==> config.mk <==
export PLATFORM = sky130hd
export DESIGN_NAME = epa_div_cell
export DESIGN_NICKNAME = d
export VERILOG_FILES = /design/src/hdl/ellipse_perimeter_approx_defines.svh /design/src/hdl/epa_pkg.sv /design/src/hdl/epa_div_cell.sv
export SDC_FILE = /design/constraint.sdc
export NUM_CORES = 1
export LEC_CHECK = 0
export BUFFER_PORTS_ARGS = -buffer_cell sky130_fd_sc_hd__buf_2
export CAP_MARGIN = 15
export CORE_UTILIZATION = 53
export CTS_BUF_LIST = sky130_fd_sc_hd__clkbuf_4 sky130_fd_sc_hd__clkbuf_8
export CTS_CLUSTER_SIZE = 20
export DETAILED_ROUTE_END_ITERATION = 16
export HOLD_SLACK_MARGIN = 0.03
export PLACE_DENSITY_LB_ADDON = 0.08
export SYNTH_ARGS = -nofsm -noshare
export SYNTH_HDL_FRONTEND = slang
export SYNTH_SLANG_ARGS = --single-unit
==> constraint.sdc <==
create_clock -name i_clk -period 7.4 [get_ports i_clk]
set_clock_uncertainty 0.15 [all_clocks]
set_input_delay 1.11 -clock i_clk [delete_from_list [all_inputs] [get_ports i_clk]]
set_output_delay 1.11 -clock i_clk [all_outputs]
set_load 0.01 [all_outputs]
==> src/hdl/ellipse_perimeter_approx_defines.svh <==
// Assertion helpers for the ellipse perimeter block
`ifndef ELLIPSE_PERIMETER_APPROX_DEFINES_SVH
`define ELLIPSE_PERIMETER_APPROX_DEFINES_SVH

// antecedent holds in this cycle, consequent in the same cycle
`define EPA_ASSERT_NOW(lbl, ante, cons, msg) \
    lbl: assert property (@(posedge i_clk) disable iff (!i_rst_n) (ante) |-> (cons)) \
        else $error(msg);

// antecedent holds in this cycle, consequent in the next
`define EPA_ASSERT_NEXT(lbl, ante, cons, msg) \
    lbl: assert property (@(posedge i_clk) disable iff (!i_rst_n) (ante) |=> (cons)) \
        else $error(msg);

`endif

==> src/hdl/epa_pkg.sv <==
`default_nettype none
package epa_pkg;
    localparam int Q        = 30;
    localparam int ROOT_W   = 32;
    localparam int RAD_W    = 64;
    localparam int SQ_REM_W = 34;
    localparam int DEN2_W   = 34;
    localparam logic [31:0] PI_Q30 = 32'd3373259426;
endpackage
`default_nettype wire

==> src/hdl/epa_div_cell.sv <==
`default_nettype none
module epa_div_cell
    import epa_pkg::*;
#(
    parameter int DW = 17,
    parameter int SW = 1
) (
    input  wire logic          i_clk,
    input  wire logic          i_rst_n,
    input  wire logic          i_en,
    input  wire logic          i_vld,
    input  wire logic [DW-1:0] i_rem,
    input  wire logic [DW-1:0] i_den,
    input  wire logic [Q-1:0]  i_quo,
    input  wire logic [SW-1:0] i_side,
    output logic               o_vld,
    output logic [DW-1:0]      o_rem,
    output logic [DW-1:0]      o_den,
    output logic [Q-1:0]       o_quo,
    output logic [SW-1:0]      o_side
);
    logic [DW:0]   w_t;
    logic [DW:0]   w_diff;
    logic          w_ge;
    logic          r_vld;
    logic [DW-1:0] r_rem;
    logic [DW-1:0] r_den;
    logic [Q-1:0]  r_quo;
    logic [SW-1:0] r_side;

    assign w_t    = {i_rem, 1'b0};
    assign w_ge   = (w_t >= {1'b0, i_den});
    assign w_diff = w_t - {1'b0, i_den};

    always_ff @(posedge i_clk) begin
        if (!i_rst_n) begin
            r_vld <= 1'b0;
        end else if (i_en) begin
            r_vld <= i_vld;
        end
    end

    always_ff @(posedge i_clk) begin
        if (i_en) begin
            r_rem  <= w_ge ? w_diff[DW-1:0] : w_t[DW-1:0];
            r_den  <= i_den;
            r_quo  <= {i_quo[Q-2:0], w_ge};
            r_side <= i_side;
        end
    end

    assign o_vld  = r_vld;
    assign o_rem  = r_rem;
    assign o_den  = r_den;
    assign o_quo  = r_quo;
    assign o_side = r_side;
endmodule
`default_nettype wire

**Yosys cells after proc, flatten, opt, wreduce, memory -nomap -nowiden**

Cells that the tools add are included.

- Flip-flop bits (word level): 66
- Input bits: 69
- Bits in latches: 0
- Logic and storage cells: 9
- Memories: 0
- Bits in read-only memories: 0
- Memory bits (writable): 0
- Output and inout port bits: 66

- $lt $le $gt $ge: 1
- Multiplexer cells: 1
- Bitwise operators: 0
- Add/sub/neg operators: 1
- Reduce and logical (&&, ||, !) cells: 0
- Multiply operators: 0
- Equality and inequality tests: 0
- Shifts and indexed selects: 0
- Div/mod/pow operators: 0

Operators with widths:

| cell | count |
|---|---|
| 18-bit by 17-bit >= comparator with 1-bit output | 1 |
| 17-bit 2-to-1 mux | 1 |
| 17-bit subtractor | 1 |

**Logic depth before layout (Yosys ltp)**

Gate-level depths: netlist of run 1.

- Word-level depth: 2
- Depth in mapped cells: 9
- Gate-level depth less buffers: 8

**Worst setup path after synthesis of run 1**

No wires, ideal clock.

- Path kind: input to register
- From: in i_rem[0]
- To: reg r_rem[10] (netlist: o_rem[10]) (data pin)
- Library setup time: 0.260 ns
- Stages on the path: 9
- Setup slack: 3.836 ns
- Buffers on the path: 1
- Required time: 6.990 ns
- Arrival: 3.154 ns
- Cells stage by stage: inv_1 fa_1 and2b_1 o2111ai_2 a32oi_2 a221oi_4 o21ai_4 buf_6 mux2_4

- Longest elaborated chain between the ends: 2
- Elaborated cells between the ends (all ways): 3
- Classes of those cells: 1 x add/sub; 1 x order compare; 1 x mux

RTL lines:

| item | RTL line | source |
|---|---|---|
| start: declaration | epa_div_cell.sv:12 | `input wire logic [DW-1:0] i_rem,` |
| 18-bit by 17-bit >= comparator with 1-bit output | epa_div_cell.sv:32 | `assign w_ge = (w_t >= {1'b0, i_den});` |
| net w_ge | epa_div_cell.sv:24 | `logic w_ge;` |
| 17-bit 2-to-1 mux | epa_div_cell.sv:45 | `r_rem <= w_ge ? w_diff[DW-1:0] : w_t[DW-1:0];` |
| end signal: assignment | epa_div_cell.sv:45 |  |
| end: declaration | epa_div_cell.sv:26 | `logic [DW-1:0] r_rem;` |

The timed path passes the listed nets, and every way through them passes these cells.
A chain may end at the register's enable or synchronous reset.

**Worst setup path in the final report of run 1**

- From: in i_rem[0]
- To: reg r_rem[16] (netlist: o_rem[16]) (data pin)

- Longest elaborated chain between the ends: 2
- Elaborated cells between the ends (all ways): 3
- Classes of those cells: 1 x add/sub; 1 x order compare; 1 x mux

RTL lines:

| item | RTL line |
|---|---|
| 17-bit subtractor / 18-bit by 17-bit >= comparator with 1-bit output (equally long branches) | epa_div_cell.sv:33, epa_div_cell.sv:32 |
| 17-bit 2-to-1 mux * | epa_div_cell.sv:45 |

Every way passes the cells marked *; elsewhere a longest branch is shown, timed or not.

==> reports/metrics.yaml, run 1 <==
synthesis:
  synthDominantCellAreaShare: 0.625
  synth_seq_cells: 66
  syn_area_um2: 3120
  synth_cells: 216
  yosysTopAreaCell: "edfxtp_1"
  synth.distinct_cells: 45
  syn_area_per_cell_um2: 14.5
  synthFlopType: "edfxtp_1"
  yosysWarnings: 0
  synthTopCellsByArea: "edfxtp_1 63%, ha_1 6.8%, inv_1 2.6%"
  synth_seq_area_share: 0.631
  synthArstFlopShare: 0
  synth_nets: 303
  synth-edff-count: 65
cts:
  root_buffer: "clkbuf_8"
  clkSinkCount: 66
  cts_made_buffers: 9
  cts_tree: "done"
  cts.hold.buffers_added: 0
  path_clk_slew_ns: 0.08
  post_cts.resized_instances: 0
  cts_buffer_depth: 2
  cts_max_level: 3
  post_cts_buffers: 0
  clkLatencyLatePin_ns: 0.32
floorplan:
  start_util: 0.557
  num_rows: 27
  core_area_um2: 5610
  die_w_um: 78.8
  die_area_um2: 6200
  die_h_um: 78.8
  ios: 135
timing:
  fmax_mhz: 269
  rsz0062_at_grt: "no"
  worstMarginPinSlew_ns: 0.683
  setup_tns_ns: 0
  slew_headroom: 0.543
  fin_crit_sh: 0.503
  setup_viol: 0
  finalHoldViolCount: 0
  setup_ws_ns: 3.68
  final_max_slew_viol_count: 0
  post-route-min-period_ns: 3.72
setup_path:
  crit_path_start: "i_rem[0]"
  path_max_fanout: 17
  crit_end: "o_rem[16]"
  cp.arrival_ns: 3.66
  cp-end-kind: "flop"
  r2r_cells: 2
  critPathTopFamily: "compound AO/OA/AOI/OAI gates"
  critical_path_class: "input port to flop"
  r2r-start: "o_vld"
  cp.depth: 9
  max_stage_delay_ns: 0.58
  cp-start-kind: "input port"
  critPathSlowestCell: "o21ai_4"
  reg2reg_to: "o_vld"
  path_buf_inv: 2
  r2r_slack_ns: 6.65
  path_cells: "buf_2 > inv_1 > fa_1 > and2b_1 > o2111ai_2 > a32oi_2 > a221oi_4 > o21ai_4 > mux2_2"
  required_ns: 7.34
global_routing:
  grt_overflow: 0
  grt_usage: 0.212
  grt_pass1_vias: 2146
  grt_pass1_wl_um: 9930
  grt_max_degree: 51
  antenna_found_initial: 0
routing:
  drtAntennaViolNets: 0
  drc_errors: 0
  drt_iter0_drc: 119
  num_vias: 2200
  wl_per_cell_um: 14.5
  vias_per_cell: 5.03
  dr.pass1.iters: 4
  drt-total-wl_um: 6360
place:
  placed_area_um2: 3870
  finalWeightedCongestion: 0.821
  hpwl_um: 4770
  numPortBuffers: 133
  pre_cts_slack_ns: 3.33
min_path:
  hold_path_class: "flop to flop"
  hp-start: "o_vld"
final_layout:
  nNetsFinal: 447
  final.fill_count: 404
  drive_above_1_share: 0.466
  diodes: 0
  design_area_um2: 4090
  postLayoutCoreUtil: 0.730
  area_growth_pct: 31.0
run_status:
  status: "finished clean"
power:
  leakagePower_nw: 1.88
  ir_worst_vdd_v: 0.000143
  p_per_area_nw_per_um2: 240
flow_run:
  drv_cap: 0
-- per-stage QoR --
step                      hold slack, ns  cells  power [mW]
after floorplan                    0.388    216       0.582
after global placement             0.344    421       0.652
after detailed placement           0.388    421       0.657
after CTS                          0.398    437       0.987
after global routing               0.450    437        1.02
final                              0.390    437       0.980
-- synthesized netlist by cell type (2+ instances only) --
cell	instances
edfxtp_1	65
inv_1	22
ha_1	17
a21oi_1	11
nand2_1	10
nor2_1	9
a21o_1	7
mux2_2	7
xor2_1	7
o21ai_0	6
mux2_4	5
nand2b_1	4
o21a_1	4
xnor2_1	4
mux2i_1	3
o211ai_1	3
a211o_1	2
nand3_1	2
nor3_1	2
-- worst min-delay path by stage --
stage / end / slack, ns / depth (start not counted)
global placement: o_vld / 0.34 / 2
floorplan: o_vld / 0.39 / 2
global route: o_vld / 0.45 / 2
detailed placement: o_vld / 0.39 / 2
finish: o_vld / 0.39 / 2
CTS: o_vld / 0.40 / 2
-- flip-flops by register name, summed over array words and instances, names as in the netlist --
register / cells
o_den: 17
o_quo: 30
o_rem: 17
o_side: 1
o_vld: 1
-- cells in the final DEF, fill, tap and decap left out, drive strengths merged, types with 3 or more instances in the layout --
master / n
mux2i: 3
inv: 23
buf: 134
a21o: 8
nand2b: 4
clkinv: 4
clkbuf: 9
o211ai: 3
edfxtp: 65
a21oi: 12
nand2: 10
mux2: 12
nor2: 9
xnor2: 4
ha: 17
xor2: 7
o21a: 4
o21ai: 7
-- metal layers --
| metal | track usage | part of all wire | vias to the layer above |
|---|---|---|---|
| li1 | - | - | 1099 |
| met1 | 0.273 | 0.43 | 1008 |
| met2 | 0.349 | 0.48 | 89 |
| met3 | 0.0632 | 0.085 | 4 |
| met4 | 0.0556 | 0.0072 | 0 |
| met5 | 0 | 0 | - |
-- power by group --
part | internal, mW | switching (mW) | total [mW]
Combinational | 0.0870 | 0.0990 | 0.186
Sequential | 0.455 | 0.00829 | 0.463
Clock | 0.190 | 0.142 | 0.331
-- worst min-delay path, stage by stage, from the launching register on --
cell     delay, ns
dfxtp_1       0.32
mux2i_1       0.12
nor2b_1       0.06
-- layout make-up --
class | count | area [um^2] | area share
Clock inverter | 7 | 92.6 | 0.0226
Inverter | 22 | 82.6 | 0.0202
Multi-Input combinational cell | 127 | 1060 | 0.258
Clock buffer | 9 | 124 | 0.0303
Timing Repair Buffer | 134 | 673 | 0.165
Sequential cell | 66 | 1970 | 0.482
Tap cell | 72 | 90.1 | 0.0220
-- kinds of logic (layout without fill, tap and decap cells) --
family                   count (synthesis)  count (layout)  synth area share
buffers and inverters                   23             172            0.0300
XOR/XNOR                                11              11            0.0308
AND/OR/NAND/NOR                         35              35            0.0549
multiplexers                            15              15            0.0589
adder cells (fa/ha/maj)                 18              18            0.0745
AO/OA/AOI/OAI                           48              48             0.119
flip-flops                              66              66             0.631
Note: power is estimated with default switching activity, not from simulation.
==> inputs of run 2 (changes only) <==
--- a/config.mk
+++ b/config.mk
@@ -5,9 +5,10 @@
 export SDC_FILE = /design/constraint.sdc
 export NUM_CORES = 1
 export LEC_CHECK = 0
+export ABC_AREA = 1
 export BUFFER_PORTS_ARGS = -buffer_cell sky130_fd_sc_hd__buf_2
 export CAP_MARGIN = 15
-export CORE_UTILIZATION = 53
+export CORE_UTILIZATION = 45
 export CTS_BUF_LIST = sky130_fd_sc_hd__clkbuf_4 sky130_fd_sc_hd__clkbuf_8
 export CTS_CLUSTER_SIZE = 20
 export DETAILED_ROUTE_END_ITERATION = 16
==> constraint.sdc (replaced) <==
create_clock -name i_clk -period 3.4 [get_ports i_clk]
set_clock_uncertainty 0.15 [all_clocks]
set_input_delay 0.51 -clock i_clk [delete_from_list [all_inputs] [get_ports i_clk]]
set_output_delay 0.51 -clock i_clk [all_outputs]
set_load 0.01 [all_outputs]
==> run 2 against run 1 <==
Die area rose by 28%. Clock power rose to 2.7 times the previous value. Flip-flop and latch count did not move. Synthesized area rose by 9.0%. Count of clock-buffer cells in the layout rose by 1. Combinational power rose by 120%. Non-clock buffer count did not move. Final cell count rose by 37%. Sequential power rose by 120%. Worst hold slack got worse by 0.20 ns. Via count rose by 21%. Critical path depth rose by 3. Critical path type unchanged. Critical endpoint is now o_rem[9].
==> reports/metrics.yaml, run 2 <==
global_routing:
  antenna_found_initial: 0
  gr-usage-met2: 0.309
  grt_pass1_wl_um: 10700
  grt_pass1_vias: 2320
  grt_usage: 0.182
  grt_overflow: 0
  use_met3: 0.0619
  grt_util_met1: 0.221
  busiest_layer: "met2"
  grt_max_degree: 68
cts:
  cts_made_buffers: 9
  cts_tree: "done"
  cts.hold.buffers_added: 0
  cts_buffer_depth: 2
  clkSinkCount: 66
  post_cts_buffers: 0
  post_cts.resized_instances: 0
  clkLatencyLatePin_ns: 0.33
  path_clk_slew_ns: 0.08
  root_buffer: "clkbuf_8"
  cts_max_level: 3
synthesis:
  synthAdderAreaFrac: 0.0684
  yosys.area_share.simple: 0.236
  synth_seq_cells: 66
  synthDominantCellAreaShare: 0.574
  synth.distinct_cells: 26
  synth_top_family_by_area: "simple AND/OR/NAND/NOR gates"
  synth_nets: 438
  syn_area_per_cell_um2: 9.70
  synth_compound_area_frac: 0.0176
  synth_xor_area_frac: 0.0180
  synth_most_common_cell: "nand2_1"
  synthTopCellsByArea: "edfxtp_1 57%, nand2_1 13%, inv_1 7.2%"
  synth_common_cells: "118 x nand2_1, 65 x edfxtp_1, 65 x inv_1, 17 x ha_1, 17 x nand3_1"
  synth_cells: 351
  synth-edff-count: 65
  yosysTopAreaCell: "edfxtp_1"
  synthMuxAreaShare: 0
  synthFlopType: "edfxtp_1"
  synth_seq_area_share: 0.579
  yosysWarnings: 0
  synthArstFlopShare: 0
  syn_area_um2: 3400
final_layout:
  final_common_cell: "buf_2"
  drive_above_1_share: 0.353
  final.fill_count: 681
  largest_reg_flops: 30
  diodes: 0
  area_growth_pct: 30.7
  nNetsFinal: 581
  final_cell_mix: "133 x buf_2, 118 x nand2_1, 65 x inv_1, 65 x edfxtp_1"
  design_area_um2: 4450
  fin_cells: 598
setup_path:
  cp.arrival_ns: 2.10
  critical_path_class: "input port to flop"
  reg2reg_to: "o_vld"
  crit_end: "o_rem[9]"
  cp-end-kind: "flop"
  r2r_cells: 2
  path_max_fanout: 19
  crit_path_start: "i_den[10]"
  r2r-start: "o_vld"
  r2r_slack_ns: 2.54
  required_ns: 3.35
  cp-start-kind: "input port"
min_path:
  hold_path_class: "input port to flop"
place:
  hpwl_um: 5260
  numPortBuffers: 133
  finalWeightedCongestion: 0.871
  placed_cells: 582
  placed_area_um2: 4180
power:
  leakagePower_nw: 2.29
  design_power_total_mw: 2.30
  p_per_area_nw_per_um2: 518
  ir_worst_vdd_v: 0.000210
floorplan:
  die_w_um: 89.0
  die_area_um2: 7910
  die_h_um: 89.0
  core_area_um2: 7290
  num_rows: 31
  start_util: 0.467
  ios: 135
timing:
  fmax_mhz: 464
  rsz0062_at_grt: "no"
  fin_crit_sh: 0.634
  setup_tns_ns: 0
  final_max_slew_viol_count: 0
  finalHoldViolCount: 0
  worstMarginPinSlew_ns: 0.822
  post-route-min-period_ns: 2.16
  setup_viol: 0
  slew_headroom: 0.452
routing:
  drc_errors: 0
  drtAntennaViolNets: 0
  dr.pass1.iters: 4
  drt-total-wl_um: 7040
  wl_per_cell_um: 11.8
  vias_per_cell: 4.47
  drt_iter0_drc: 90
  num_vias: 2671
flow_run:
  drv_cap: 0
run_status:
  status: "finished clean"
## run 2: cell types whose count changed after synthesis, sizes merged, moves of 5 or more
cell,before,now
nand2,10,133
nor2,9,17
o21ai,7,2
inv,22,66
mux2,12,0
a21o,8,0
nand3,2,18
## run 2: stage by stage
step / util / setup WS, ns / hold WS [ns]
4_1_cts: 0.610 / 1.23 / 0.179
6_report: 0.610 / 1.24 / 0.188
3_3_place_gp: 0.573 / 0.881 / 0.365
2_1_floorplan: - / 1.28 / 0.405
3_5_place_dp: 0.573 / 0.885 / 0.446
5_1_grt: 0.610 / 1.09 / 0.169
## run 2: cell type report
type | count | area [um^2] | share of cell area
Clock buffer | 10 | 131 | 0.0295
Inverter | 66 | 250 | 0.0563
Tap cell | 99 | 124 | 0.0279
Sequential cell | 66 | 1970 | 0.443
Timing Repair Buffer | 134 | 673 | 0.151
Clock inverter | 6 | 138 | 0.0310
Multi-Input combinational cell | 217 | 1160 | 0.261
## run 2: cell families (layout without fill, tap and decap cells)
family / after synthesis / in the layout
xor gates and xnor gates: 7 / 7
and+or+nand+nor: 180 / 180
AOI/OAI and AO/OA: 12 / 12
DFF: 66 / 66
adders and majority gates: 18 / 18
buffers and inverters: 68 / 216
## run 2: worst min-delay path by stage
stage / start / endpoint / slack (ns) / depth (start not counted)
2_1_floorplan: o_vld / o_vld / 0.41 / 2
3_3_place_gp: o_vld / o_vld / 0.36 / 2
3_5_place_dp: o_vld / o_vld / 0.45 / 2
4_1_cts: i_quo[6] / o_quo[7] / 0.18 / 1
5_1_grt: i_quo[17] / o_quo[18] / 0.17 / 1
6_report: i_quo[6] / o_quo[7] / 0.19 / 1
## run 2: power breakdown
part           internal [mW]  switching [mW]
logic                  0.164           0.251
clock network          0.574           0.312
registers              0.987          0.0149
## run 2: critical path: stages
cell,delay (ns)
buf_2,0.09
inv_1,0.04
ha_1,0.38
nand2_1,0.12
nor2_2,0.16
nand2_1,0.10
nor2_2,0.12
nor2_2,0.06
nand2_4,0.20
inv_4,0.16
nand2_1,0.10
nand2_1,0.06
## run 2: metal layers
metal  part of all wire  vias up
met3              0.077        9
li1                   -     1402
met2               0.47       85
met1               0.44     1175
met5                  0        -
met4              0.012        0
