## src/hdl/ellipse_perimeter_approx_defines.svh

```systemverilog
// Assertion helpers for the ellipse perimeter block
`ifndef ELLIPSE_PERIMETER_APPROX_DEFINES_SVH
`define ELLIPSE_PERIMETER_APPROX_DEFINES_SVH

// antecedent holds in this cycle, consequent in the same cycle
`define EPA_ASSERT_NOW(lbl, ante, cons, msg) \
    lbl: assert property (@(posedge i_clk) disable iff (!i_rst_n) (ante) |-> (cons)) \
        else $error(msg);

// antecedent holds in this cycle, consequent in the next
`define EPA_ASSERT_NEXT(lbl, ante, cons, msg) \
    lbl: assert property (@(posedge i_clk) disable iff (!i_rst_n) (ante) |=> (cons)) \
        else $error(msg);

`endif

```

## src/hdl/epa_pkg.sv

```systemverilog
`default_nettype none
package epa_pkg;
    localparam int Q        = 30;
    localparam int ROOT_W   = 32;
    localparam int RAD_W    = 64;
    localparam int SQ_REM_W = 34;
    localparam int DEN2_W   = 34;
    localparam logic [31:0] PI_Q30 = 32'd3373259426;
endpackage
`default_nettype wire

```

## src/hdl/epa_sqrt_cell.sv

```systemverilog
`default_nettype none
module epa_sqrt_cell
    import epa_pkg::*;
#(
    parameter int SW = 1
) (
    input  wire logic                i_clk,
    input  wire logic                i_rst_n,
    input  wire logic                i_en,
    input  wire logic                i_vld,
    input  wire logic [RAD_W-1:0]    i_rad,
    input  wire logic [SQ_REM_W-1:0] i_rem,
    input  wire logic [ROOT_W-1:0]   i_root,
    input  wire logic [SW-1:0]       i_side,
    output logic                     o_vld,
    output logic [RAD_W-1:0]         o_rad,
    output logic [SQ_REM_W-1:0]      o_rem,
    output logic [ROOT_W-1:0]        o_root,
    output logic [SW-1:0]            o_side
);
    logic [SQ_REM_W+1:0] w_t;
    logic [SQ_REM_W+1:0] w_trial;
    logic [SQ_REM_W+1:0] w_diff;
    logic                w_ge;
    logic                r_vld;
    logic [RAD_W-1:0]    r_rad;
    logic [SQ_REM_W-1:0] r_rem;
    logic [ROOT_W-1:0]   r_root;
    logic [SW-1:0]       r_side;

    // bring down the next two radicand bits, try (root*4 + 1)
    assign w_t     = {i_rem, i_rad[RAD_W-1 -: 2]};
    assign w_trial = {{(SQ_REM_W-ROOT_W){1'b0}}, i_root, 2'b01};
    assign w_ge    = (w_t >= w_trial);
    assign w_diff  = w_t - w_trial;

    always_ff @(posedge i_clk) begin
        if (!i_rst_n) begin
            r_vld <= 1'b0;
        end else if (i_en) begin
            r_vld <= i_vld;
        end
    end

    always_ff @(posedge i_clk) begin
        if (i_en) begin
            r_rad  <= {i_rad[RAD_W-3:0], 2'b00};
            r_rem  <= w_ge ? w_diff[SQ_REM_W-1:0] : w_t[SQ_REM_W-1:0];
            r_root <= {i_root[ROOT_W-2:0], w_ge};
            r_side <= i_side;
        end
    end

    assign o_vld  = r_vld;
    assign o_rad  = r_rad;
    assign o_rem  = r_rem;
    assign o_root = r_root;
    assign o_side = r_side;
endmodule
`default_nettype wire

```

## config.mk

```make
export PLATFORM = sky130hd
export DESIGN_NAME = epa_sqrt_cell
export DESIGN_NICKNAME = d
export VERILOG_FILES = /design/src/hdl/ellipse_perimeter_approx_defines.svh /design/src/hdl/epa_pkg.sv /design/src/hdl/epa_sqrt_cell.sv
export SDC_FILE = /design/constraint.sdc
export NUM_CORES = 1
export LEC_CHECK = 0
export BUFFER_PORTS_ARGS = -buffer_cell sky130_fd_sc_hd__buf_2
export CAP_MARGIN = 20
export CORE_MARGIN = 3
export CORE_UTILIZATION = 50
export DETAILED_ROUTE_END_ITERATION = 8
export GPL_TIMING_DRIVEN = 0
export MAX_ROUTING_LAYER = met4
export PLACE_DENSITY = 0.87
export SLEW_MARGIN = 0
export SYNTH_ARGS = -nofsm -noshare
export SYNTH_HDL_FRONTEND = slang
export SYNTH_SLANG_ARGS = --single-unit
```

## constraint.sdc

```tcl
create_clock -name i_clk -period 4.2 [get_ports i_clk]
set_input_delay 0.42 -clock i_clk [delete_from_list [all_inputs] [get_ports i_clk]]
set_output_delay 0.42 -clock i_clk [all_outputs]
set_load 0.1 [all_outputs]
```

# Yosys cells after proc, flatten, opt, wreduce, memory -nomap -nowiden
# Cells that the tools add are included.
# W data, S select, Z words.
# totals
memories	0
ff_bits	130
rom_bits	0
out_inout_bits	132
ramBits	0
input_bits	135
latchBits	0
word_cells	8
# op_classes
n_eq_ne	0
bitwise_logic	0
n_mul	0
div_mod_pow	0
addsub	1
mux	1
reduce_logical	0
magnitude_cmp	1
n_shift	0
# op_table
operator	count
$ge A36 B34 Y1	1
$mux W34	1
$sub A34 B34 Y34	1

# Logic depth before layout (Yosys ltp)
# Gate-level depths: netlist (run 1).
# depth
word_depth	2
depth_mapped	13
depth_no_buf	10

# Least setup slack after synthesis (run 1)
# Ideal clock, no wire load.
# synth_timing
path_kind	input port to flip-flop
start	in i_root[27]
end	reg r_rem[3], in the netlist o_rem[3], data pin
required_time_ps	3938
n_path_buf	1
setup_slack_ps	1414
path_stages	10
setup_ps	262
t_arrival_ps	2524
path_cell_list	inv_1 > ha_1 > a21o_1 > a21o_1 > a21o_1 > a311o_1 > a211oi_1 > o21a_1 > buf_4 > mux2_1
# synth_via
elab_chain_len	2
# synth_lines
item	line	rtl
start: declaration	epa_sqrt_cell.sv:13	input wire logic [ROOT_W-1:0] i_root,
$ge A36 B34 Y1	epa_sqrt_cell.sv:34	assign w_ge = (w_t >= w_trial);
$mux W34	epa_sqrt_cell.sv:48	r_rem <= w_ge ? w_diff[SQ_REM_W-1:0] : w_t[SQ_REM_W-1:0];
end signal: assignment	epa_sqrt_cell.sv:48	
end: declaration	epa_sqrt_cell.sv:27	logic [SQ_REM_W-1:0] r_rem;
# Every way passes these cells.
# A chain may end at the register's enable or synchronous reset.

# Worst setup path after layout (run 1)
# layout_timing
start	in i_rem[7]
end	reg r_rem[20], in the netlist o_rem[20], data pin
# layout_via
elab_chain_len	2
word_cells_on_any_way	3
cone_classes	add/sub (1); order compare (1); mux (1)
# layout_lines
item	line	rtl
start: declaration	epa_sqrt_cell.sv:12	input wire logic [SQ_REM_W-1:0] i_rem,
$sub A34 B34 Y34 / $ge A36 B34 Y1 (equally long branches)	epa_sqrt_cell.sv:35, epa_sqrt_cell.sv:34	
$mux W34 (*)	epa_sqrt_cell.sv:48	
# Mark *: on every way between the ends. The rest lies on a longest branch, timed or not.

==> out/metrics.yaml, run 1 <==
status: "finished, final reports clean"
fillers: 862
layout_setup_ws_ns: 1.05
slew_viol_final: 0
synth-adder-area-share: 0.0677
initialDrtViolationCount: 435
start_kind: "primary input"
intPower_mw: 2.74
wl_met1_microns: 6670
cts_max_level: 4
synth_mux_area_frac: 0.0117
ys_async_sr_fraction: 0
p_clk_frac: 0.309
cts_sinks: 130
cp_max_fo: 10
fin_skew_ns: 0
rsz0062_at_grt: "false"
wl_per_cell_microns: 18.0
drive_above_1_share: 0.394
cts_buffers: 17
synth_edf_count: 129
synth_area_leaders: "edfxtp_1 (62%), ha_1 (6.8%), nand2_1 (2.9%)"
yosys-top-cells-count: "edfxtp_1 (129), nand2_1 (48), inv_1 (41)"
grt_start_max_net_pins: 78
ys_ff_latch: 130
synth_compound_area_frac: 0.137
yosysMostFrequentCell: "edfxtp_1"
p_per_area_mw_per_mm2: 546
cts_max_path_buffers: 2
setup_viol: 0
synth_cells: 498
fp.dieH_microns: 118
post-route-min-period_ns: 3.15
root_buffer: "clkbuf_16"
cts_setup_buffers: 0
synth_cell_type_count: 58
grt_pass1_wl_microns: 25700
pin_count: 267
cts_hold_buf: 0
yosysTopAreaCellShare: 0.616
worstSetupPathType: "primary input to register"
viasPerCell: 5.30
hold_class: "primary input to register"
num_vias: 5115
hold_violations: 0
first_pass_iters: 5
ys_seq_area_frac: 0.619
clk_latency_ns: 0.41
dr.max_layer_used: "met4"
areaGrowthSynthToFinish_pct: 34.0
worst_pin_slew_ns: 0.615
wl_met2_microns: 8730
yosys_warnings: 0
syn_avg_cell_area_sq_um: 12.6
synth_top_family_by_area: "compound AO/OA/AOI/OAI gates"
yosys.area_share.simple: 0.0878
core-area_sq_mm: 0.0122
ys.flop_type: "edfxtp_1"
p_comb_frac: 0.340
drc: 0
nets: 952
die_area_sq_mm: 0.0140
switching_share: 0.404
wl_microns: 17300
crit_path_end_kind: "register"
seqPwrFrac: 0.351
yosys.area.top_type: "edfxtp_1"
ant_nets: 0
grt_pass1_vias: 4900
std_cell_rows: 40
whs_ns: 0.173
ir_worst_vdd_v: 0.000243
dp_hpwl_microns: 13100
post-place-ws_ns: 0.629
syn-cell-area_sq_mm: 0.00629
overflow: 0
routed-wl-met3_microns: 1430
start_util: 0.517
antenna_found_initial: 2
fin_crit_sh: 0.751
grt_usage: 0.247
cts.repair.resized: 0
die_x_microns: 118
cp.arrival_ns: 3.28
cp.required_ns: 4.33
cts_tree: "yes"
clkSlewWorstSetupHoldPaths_ns: 0.06
leakagePower_nw: 3.83
switchingPower_mw: 1.86
gp_congestion: 0.935
portBuffers: 264
relSlewSlack: 0.590
yosys.area_share.xor_xnor: 0.0390
max_clock_freq_mhz: 317
cap_viol_max_count: 0
setup_tns_ns: 0
==> path summary, 6_finish.rpt <==
check | endpoint | depth (start not counted) | slack [ns] | start
min reg2reg | o_vld | 2 | 0.52 | o_vld
max reg2reg | o_vld | 2 | 3.61 | o_vld
max | o_rem[20] | 9 | 1.05 | i_rem[7]
min | o_rad[5] | 1 | 0.17 | i_rad[3]
==> power groups by stage <==
| stage | combinational (mW) | sequential, mW | clock (mW) |
|---|---|---|---|
| floorplan | 0.311 | 2.59 | 0 |
| global placement | 1.54 | 1.64 | 0 |
| detailed placement | 1.56 | 1.64 | 0 |
| CTS | 1.56 | 1.62 | 1.44 |
| global route | 1.62 | 1.63 | 1.49 |
| finish | 1.56 | 1.62 | 1.42 |
==> routing by layer <==
layer / up-vias / track usage
li1: 2422 / -
met1: 2420 / 0.277
met2: 234 / 0.412
met3: 39 / 0.0778
met4: 0 / 0.0996
met5: - / -
==> worst max-delay path: stages <==
cell	delay (ns)
buf_2	0.11
ha_1	0.38
a21o_1	0.24
o41ai_1	0.42
o211ai_1	0.30
a211oi_1	0.32
o21a_1	0.38
clkbuf_1	0.53
o21ai_1	0.18
==> flip-flops by register name, summed over array words and instances, names as in the netlist <==
signal and cells:
o_rad 62, o_root 32, o_side 1, o_vld 1, o_rem 34
==> per-stage QoR <==
step                      power [mW]  instances   util  area [sq um]
after global placement          3.18        931  0.643          7820
after global routing            4.74        965  0.693          8430
final                           4.60        965  0.693          8430
after floorplan                 2.90        499      -          6290
after detailed placement        3.20        932  0.646          7860
after CTS                       4.62        963  0.692          8420
==> cell type report <==
cell class / instances / area (sq um) / area share
clock buffers: 18 / 429 / 0.0509
inverters: 42 / 158 / 0.0187
flip-flops and latches: 130 / 3890 / 0.462
well taps: 168 / 210 / 0.0249
multi-input cells: 313 / 2170 / 0.257
clock inverters: 13 / 136 / 0.0162
diodes: 2 / 5.00 / 0.000594
plain buffers: 14 / 71.3 / 0.00846
repair buffers: 265 / 1360 / 0.161
==> cells in the final DEF, fill, tap and decap left out, types with 12 or more instances in the layout <==
cell type,synthesis,final
o21ai_0,12,12
xor2_1,16,16
nand2_1,48,48
o21ai_1,31,31
clkbuf_16,0,17
a21o_1,21,21
a21oi_1,26,26
nor2_1,14,14
buf_2,6,269
xnor2_1,12,12
inv_1,41,41
edfxtp_1,129,129
ha_1,34,34
==> logic make-up after synthesis <==
kind of cell | count (synthesis)
other cells | 1
xor+xnor | 28
buf+inv | 56
simple gates | 113
fa+ha+maj | 34
mux | 7
compound gates | 129
flops | 130
(Power assumes the default switching activity.)
==> run 2, diff against run 1 <==
CORE_UTILIZATION = 48   (was 50)
PLACE_DENSITY = 0.84   (was 0.87)
clock period = 3.21 ns   (was 4.2 ns; I/O delays follow)
==> out/metrics.yaml, run 2 (synthesized netlist as in run 1, its figures left out) <==
status: "finished, final reports clean"
ant_nets: 0  # unchanged
cp_max_fo: 10  # unchanged
initialDrtViolationCount: 364  # -16%
most-common-layout-cells: "buf_2 (269), edfxtp_1 (129), nand2_1 (48)"
fillers: 967  # +12%
worstSetupPathType: "primary input to register"
clkSlewWorstSetupHoldPaths_ns: 0.06  # about the same
wl_microns: 17300  # -0.18%
post-route-min-period_ns: 2.87
std_cell_rows: 41  # +2.5%
rsz0062_at_grt: "false"
hold_class: "primary input to register"
wl_per_cell_microns: 17.9  # -0.49%
die_x_microns: 120  # +2.0%
cts_tree: "yes"
cts_buffers: 17  # unchanged
max_clock_freq_mhz: 349
grt_usage: 0.243  # -0.00446
die_area_sq_mm: 0.0145  # +3.9%
ir_worst_vdd_v: 0.000342  # +41%
post-place-ws_ns: -0.161  # -0.790 ns
cp.arrival_ns: 3.08  # -0.20 ns
num_vias: 5119  # +0.078%
layout_commonest_cell: "buf_2"
relSlewSlack: 0.611  # +0.0208
p_per_area_mw_per_mm2: 721  # +32%
drc: 0  # unchanged
hold_violations: 0  # unchanged
nets: 952  # unchanged
viasPerCell: 5.29  # -0.23%
start_util: 0.494  # -0.0228
grt_pass1_wl_microns: 25900  # +0.61%
setup_viol: 0  # unchanged
cts_sinks: 130  # unchanged
crit_path_end_kind: "register"
layout_setup_ws_ns: 0.344  # -0.701 ns
worst_pin_slew_ns: 0.584  # -0.0312 ns
portBuffers: 264  # unchanged
stdcell_count: 968  # +0.31%
areaGrowthSynthToFinish_pct: 34.5
grt_start_max_net_pins: 77  # -1.3%
slew_viol_final: 0  # unchanged
start_kind: "primary input"
leakagePower_nw: 3.84  # +0.19%
cts_max_level: 4  # unchanged
core-area_sq_mm: 0.0127  # +4.6%
cp.required_ns: 3.43  # -0.90 ns
post-place-cells: 936  # +0.43%
cts_max_path_buffers: 2  # unchanged
drive_above_1_share: 0.394  # unchanged
first_pass_iters: 7  # +2
final_util: 0.664  # -0.0285
clk_latency_ns: 0.42  # about the same
antenna_found_initial: 1  # -1
gp_congestion: 0.919  # -1.7%
fin_skew_ns: 0  # unchanged
pin_count: 267  # unchanged
cap_viol_max_count: 0  # unchanged
root_buffer: "clkbuf_16"
dp_hpwl_microns: 13200  # +0.74%
grt_pass1_vias: 4905  # +0.10%
cts_setup_buffers: 0  # unchanged
largest_reg_flops: 62  # unchanged
fin_crit_sh: 0.893
cts_hold_buf: 0  # unchanged
overflow: 0  # unchanged
fp.dieH_microns: 120  # +2.0%
cts.repair.resized: 0  # unchanged
==> run 2: cell types whose count changed in the layout (fill, tap and decap cells not counted) <==
cell and change:
bufinv_16 +1, clkinv_1 +1, clkinvlp_4 +1, clkinv_2 -2
clkbuf_1 -1, clkbuf_2 +1, clkinv_4 -1, diode_2 -1
==> run 2: metal layers <==
metal	part of all wire	vias up	global-route usage
li1	-	2426	-
met1	0.37	2418	0.264
met2	0.52	245	0.425
met3	0.086	30	0.0664
met4	0.027	0	0.0921
met5	0	-	-
==> run 2: critical path, cell delays in order <==
cell and delay (ns):
buf_2 0.11, ha_1 0.39, a21o_1 0.24, o41ai_1 0.40, o211ai_1 0.30, a211oi_1 0.30
o21a_1 0.32, buf_4 0.26, buf_2 0.27, nand2_1 0.09, o41ai_1 0.07
==> run 2: metrics by stage <==
stage                     instance area [sq um]  total power [mW]  TNS (ns)  hold slack [ns]
after floorplan                            6290              3.79         0            0.420
after global placement                     7830              4.16     -3.57            0.493
after detailed placement                   7860              4.19     -2.32            0.499
after CTS                                  8450              6.12         0           0.0634
after global routing                       8450              6.29         0           0.0607
final                                      8450              6.10         0           0.0770
==> run 2: final cells by class <==
type / instances / area (sq um) / area share
Sequential cell: 130 / 3890 / 0.461
Multi-Input combinational cell: 313 / 2170 / 0.256
Timing Repair Buffer: 265 / 1360 / 0.160
Clock buffer: 18 / 429 / 0.0508
Tap cell: 172 / 215 / 0.0255
Clock inverter: 13 / 159 / 0.0188
Inverter: 42 / 158 / 0.0187
Buffer: 14 / 72.6 / 0.00859
Antenna cell: 1 / 2.50 / 0.000296
==> run 2: worst paths after layout <==
path	startpoint	end	slack, ns	cells after the start
worst max-delay path	i_rem[7]	o_rem[33]	0.34	11
worst min-delay path	i_rad[4]	o_rad[6]	0.08	1
worst max register to register	o_vld	o_vld	2.63	2
worst min register to register	o_vld	o_vld	0.51	2
==> run 2: report_power, final <==
part	leakage, nW	internal, mW	switching [mW]	total (mW)
Clock	0.272	1.21	0.724	1.94
Combinational	2.30	0.377	1.67	2.04
Sequential	1.27	2.08	0.0396	2.12
Total	3.84	3.67	2.43	6.10
==> run 3, diff against run 2 <==
clock period = 2.8 ns   (was 3.21 ns; I/O delays follow)
==> out/metrics.yaml, run 3 (synthesized netlist as in run 1, its figures left out) <==
stdcell_count: 970  # +0.21%
r2r_cells: 2  # unchanged
critical_path.top_delay_family: "compound AO/OA/AOI/OAI gates"
rrSetupSlack_ns: 2.22  # -0.41 ns
worst_pin_slew_ns: 0.534  # -0.0500 ns
hp-start: "i_rad[31]"
whs_endpoint: "o_rad[33]"
slowest_delay_ns: 0.46  # +0.06 ns
largest_reg_flops: 62  # unchanged
cp_max_fo: 6  # -4
path_buf_inv: 2  # -1
gp_congestion: 0.919  # unchanged
cp.arrival_ns: 2.88  # -0.20 ns
rr_startpoint: "o_vld"
grt_start_max_net_pins: 77  # unchanged
ir_worst_vdd_v: 0.000393  # +15%
status: "finished, final reports clean"
switching_share: 0.398  # about the same
hold_violations: 0  # unchanged
fin_crit_sh: 0.969
clkSlewWorstSetupHoldPaths_ns: 0.06  # about the same
max_clock_freq_mhz: 369
start_util: 0.494  # unchanged
setup_viol: 0  # unchanged
slowest_stage: "o211ai_1"
r2r-end: "o_vld"
overflow: 0  # unchanged
wl_microns: 17500  # +0.99%
switchingPower_mw: 2.79  # +15%
cts_buffers: 17  # unchanged
fin_skew_ns: 0  # unchanged
cts_sinks: 130  # unchanged
post-route-min-period_ns: 2.71
seqPwrFrac: 0.347  # about the same
start_kind: "primary input"
initialDrtViolationCount: 418  # +15%
die_x_microns: 120  # unchanged
cp_num_cells: 11  # unchanged
clk_latency_ns: 0.42  # about the same
cap_viol_max_count: 0  # unchanged
die_area_sq_mm: 0.0145  # unchanged
most-common-layout-cells: "buf_2 (268), edfxtp_1 (129), nand2_1 (48)"
cts_max_path_buffers: 2  # unchanged
cts_hold_buf: 0  # unchanged
hold_class: "primary input to register"
hold_depth: 1  # unchanged
core-area_sq_mm: 0.0127  # unchanged
portBuffers: 264  # unchanged
first_pass_iters: 5  # -2
p_per_area_mw_per_mm2: 825  # +14%
pin_count: 267  # unchanged
grt_usage: 0.243  # +0.000520
antenna_found_initial: 1  # unchanged
drc: 0  # unchanged
ant_nets: 0  # unchanged
layout_commonest_cell: "buf_2"
intPower_mw: 4.21  # +15%
final_util: 0.667  # +0.00256
wl_per_cell_microns: 18.0  # +0.79%
cts_tree: "yes"
root_buffer: "clkbuf_16"
cp.required_ns: 2.97  # -0.46 ns
std_cell_rows: 41  # unchanged
grt_pass1_vias: 4904  # -0.020%
post-place-cells: 936  # unchanged
slew_viol_final: 0  # unchanged
p_comb_frac: 0.336  # about the same
cts_max_level: 4  # unchanged
viasPerCell: 5.29  # about the same
num_vias: 5133  # +0.27%
relSlewSlack: 0.644  # +0.0333
p_clk_frac: 0.317  # about the same
drive_above_1_share: 0.400  # +0.00654
dp_hpwl_microns: 13200  # unchanged
crit_path_end_kind: "register"
worstSetupPathType: "primary input to register"
dpl-instance-area_sq_mm: 0.00786  # unchanged
rsz0062_at_grt: "false"
leakagePower_nw: 3.86  # +0.46%
grt_pass1_wl_microns: 25900  # +0.16%
cp_cell_sequence: "buf_2, inv_1, ha_1, and3_1, and2_1, a221oi_2, o211ai_1, o2bb2ai_1, mux2i_1, o221ai_1, mux2_1"
final_cell_area_sq_mm: 0.00848  # +0.38%
fp.dieH_microns: 120  # unchanged
areaGrowthSynthToFinish_pct: 35.0
nets: 954  # +0.21%
-- run 3: how the worst max path moves through the flow --
stage	startpoint	endpoint	slack, ns
5_1_grt	i_root[9]	o_rem[27]	0.002
3_5_place_dp	i_root[7]	o_rem[18]	-0.53
2_1_floorplan	i_root[27]	o_rem[3]	0.15
3_3_place_gp	i_root[7]	o_rem[28]	-0.57
4_1_cts	i_root[7]	o_rem[33]	0.01
6_report	i_root[9]	o_rem[27]	0.09
-- run 3: cell type report --
| type | count | area (sq um) |
|---|---|---|
| Sequential cell | 130 | 3890 |
| Buffer | 14 | 76.3 |
| Inverter | 42 | 158 |
| Timing Repair Buffer | 267 | 1370 |
| Clock buffer | 18 | 429 |
| Clock inverter | 13 | 159 |
| Tap cell | 172 | 215 |
| Fill cell | 961 | 4240 |
| Antenna cell | 1 | 2.50 |
| Multi-Input combinational cell | 313 | 2180 |
-- run 3: power groups by stage --
stage / combinational (mW) / clock (mW) / sequential, mW
finish: 2.35 / 2.22 / 2.43
CTS: 2.35 / 2.25 / 2.43
global route: 2.45 / 2.33 / 2.44
floorplan: 0.467 / 0 / 3.88
global placement: 2.31 / 0 / 2.46
detailed placement: 2.34 / 0 / 2.46
-- run 3: layer usage --
layer  track usage  share of wire  vias up
li1              -              -     2433
met1         0.264           0.38     2457
met2         0.426           0.52      214
met3        0.0664          0.077       29
met4        0.0921          0.027        0
met5             -              0        -
-- run 3: worst register-to-register path, delay by kind of cell, from the launching register on --
kind / cells / cell delay [ns]
and+or+nand+nor: 1 / 0.05
muxes: 1 / 0.12
DFF: 1 / 0.31
-- run 3: through the flow --
| stage | TNS [ns] | power, mW | setup slack, ns | hold slack [ns] |
|---|---|---|---|---|
| 6_report | 0 | 7.00 | 0.0865 | 0.0333 |
| 5_1_grt | 0 | 7.23 | 0.00207 | 0.0197 |
| 4_1_cts | 0 | 7.02 | 0.0110 | 0.0224 |
| 3_5_place_dp | -13.48 | 4.80 | -0.530 | 0.458 |
| 3_3_place_gp | -15.14 | 4.77 | -0.571 | 0.456 |
| 2_1_floorplan | 0 | 4.35 | 0.154 | 0.379 |
-- run 3: what timing repair did --
action                                  CTS  global route
setup buffers                             1             1
endpoints found under the setup margin   24            27
gates resized for setup                   1             6
pin swaps                                 1             1
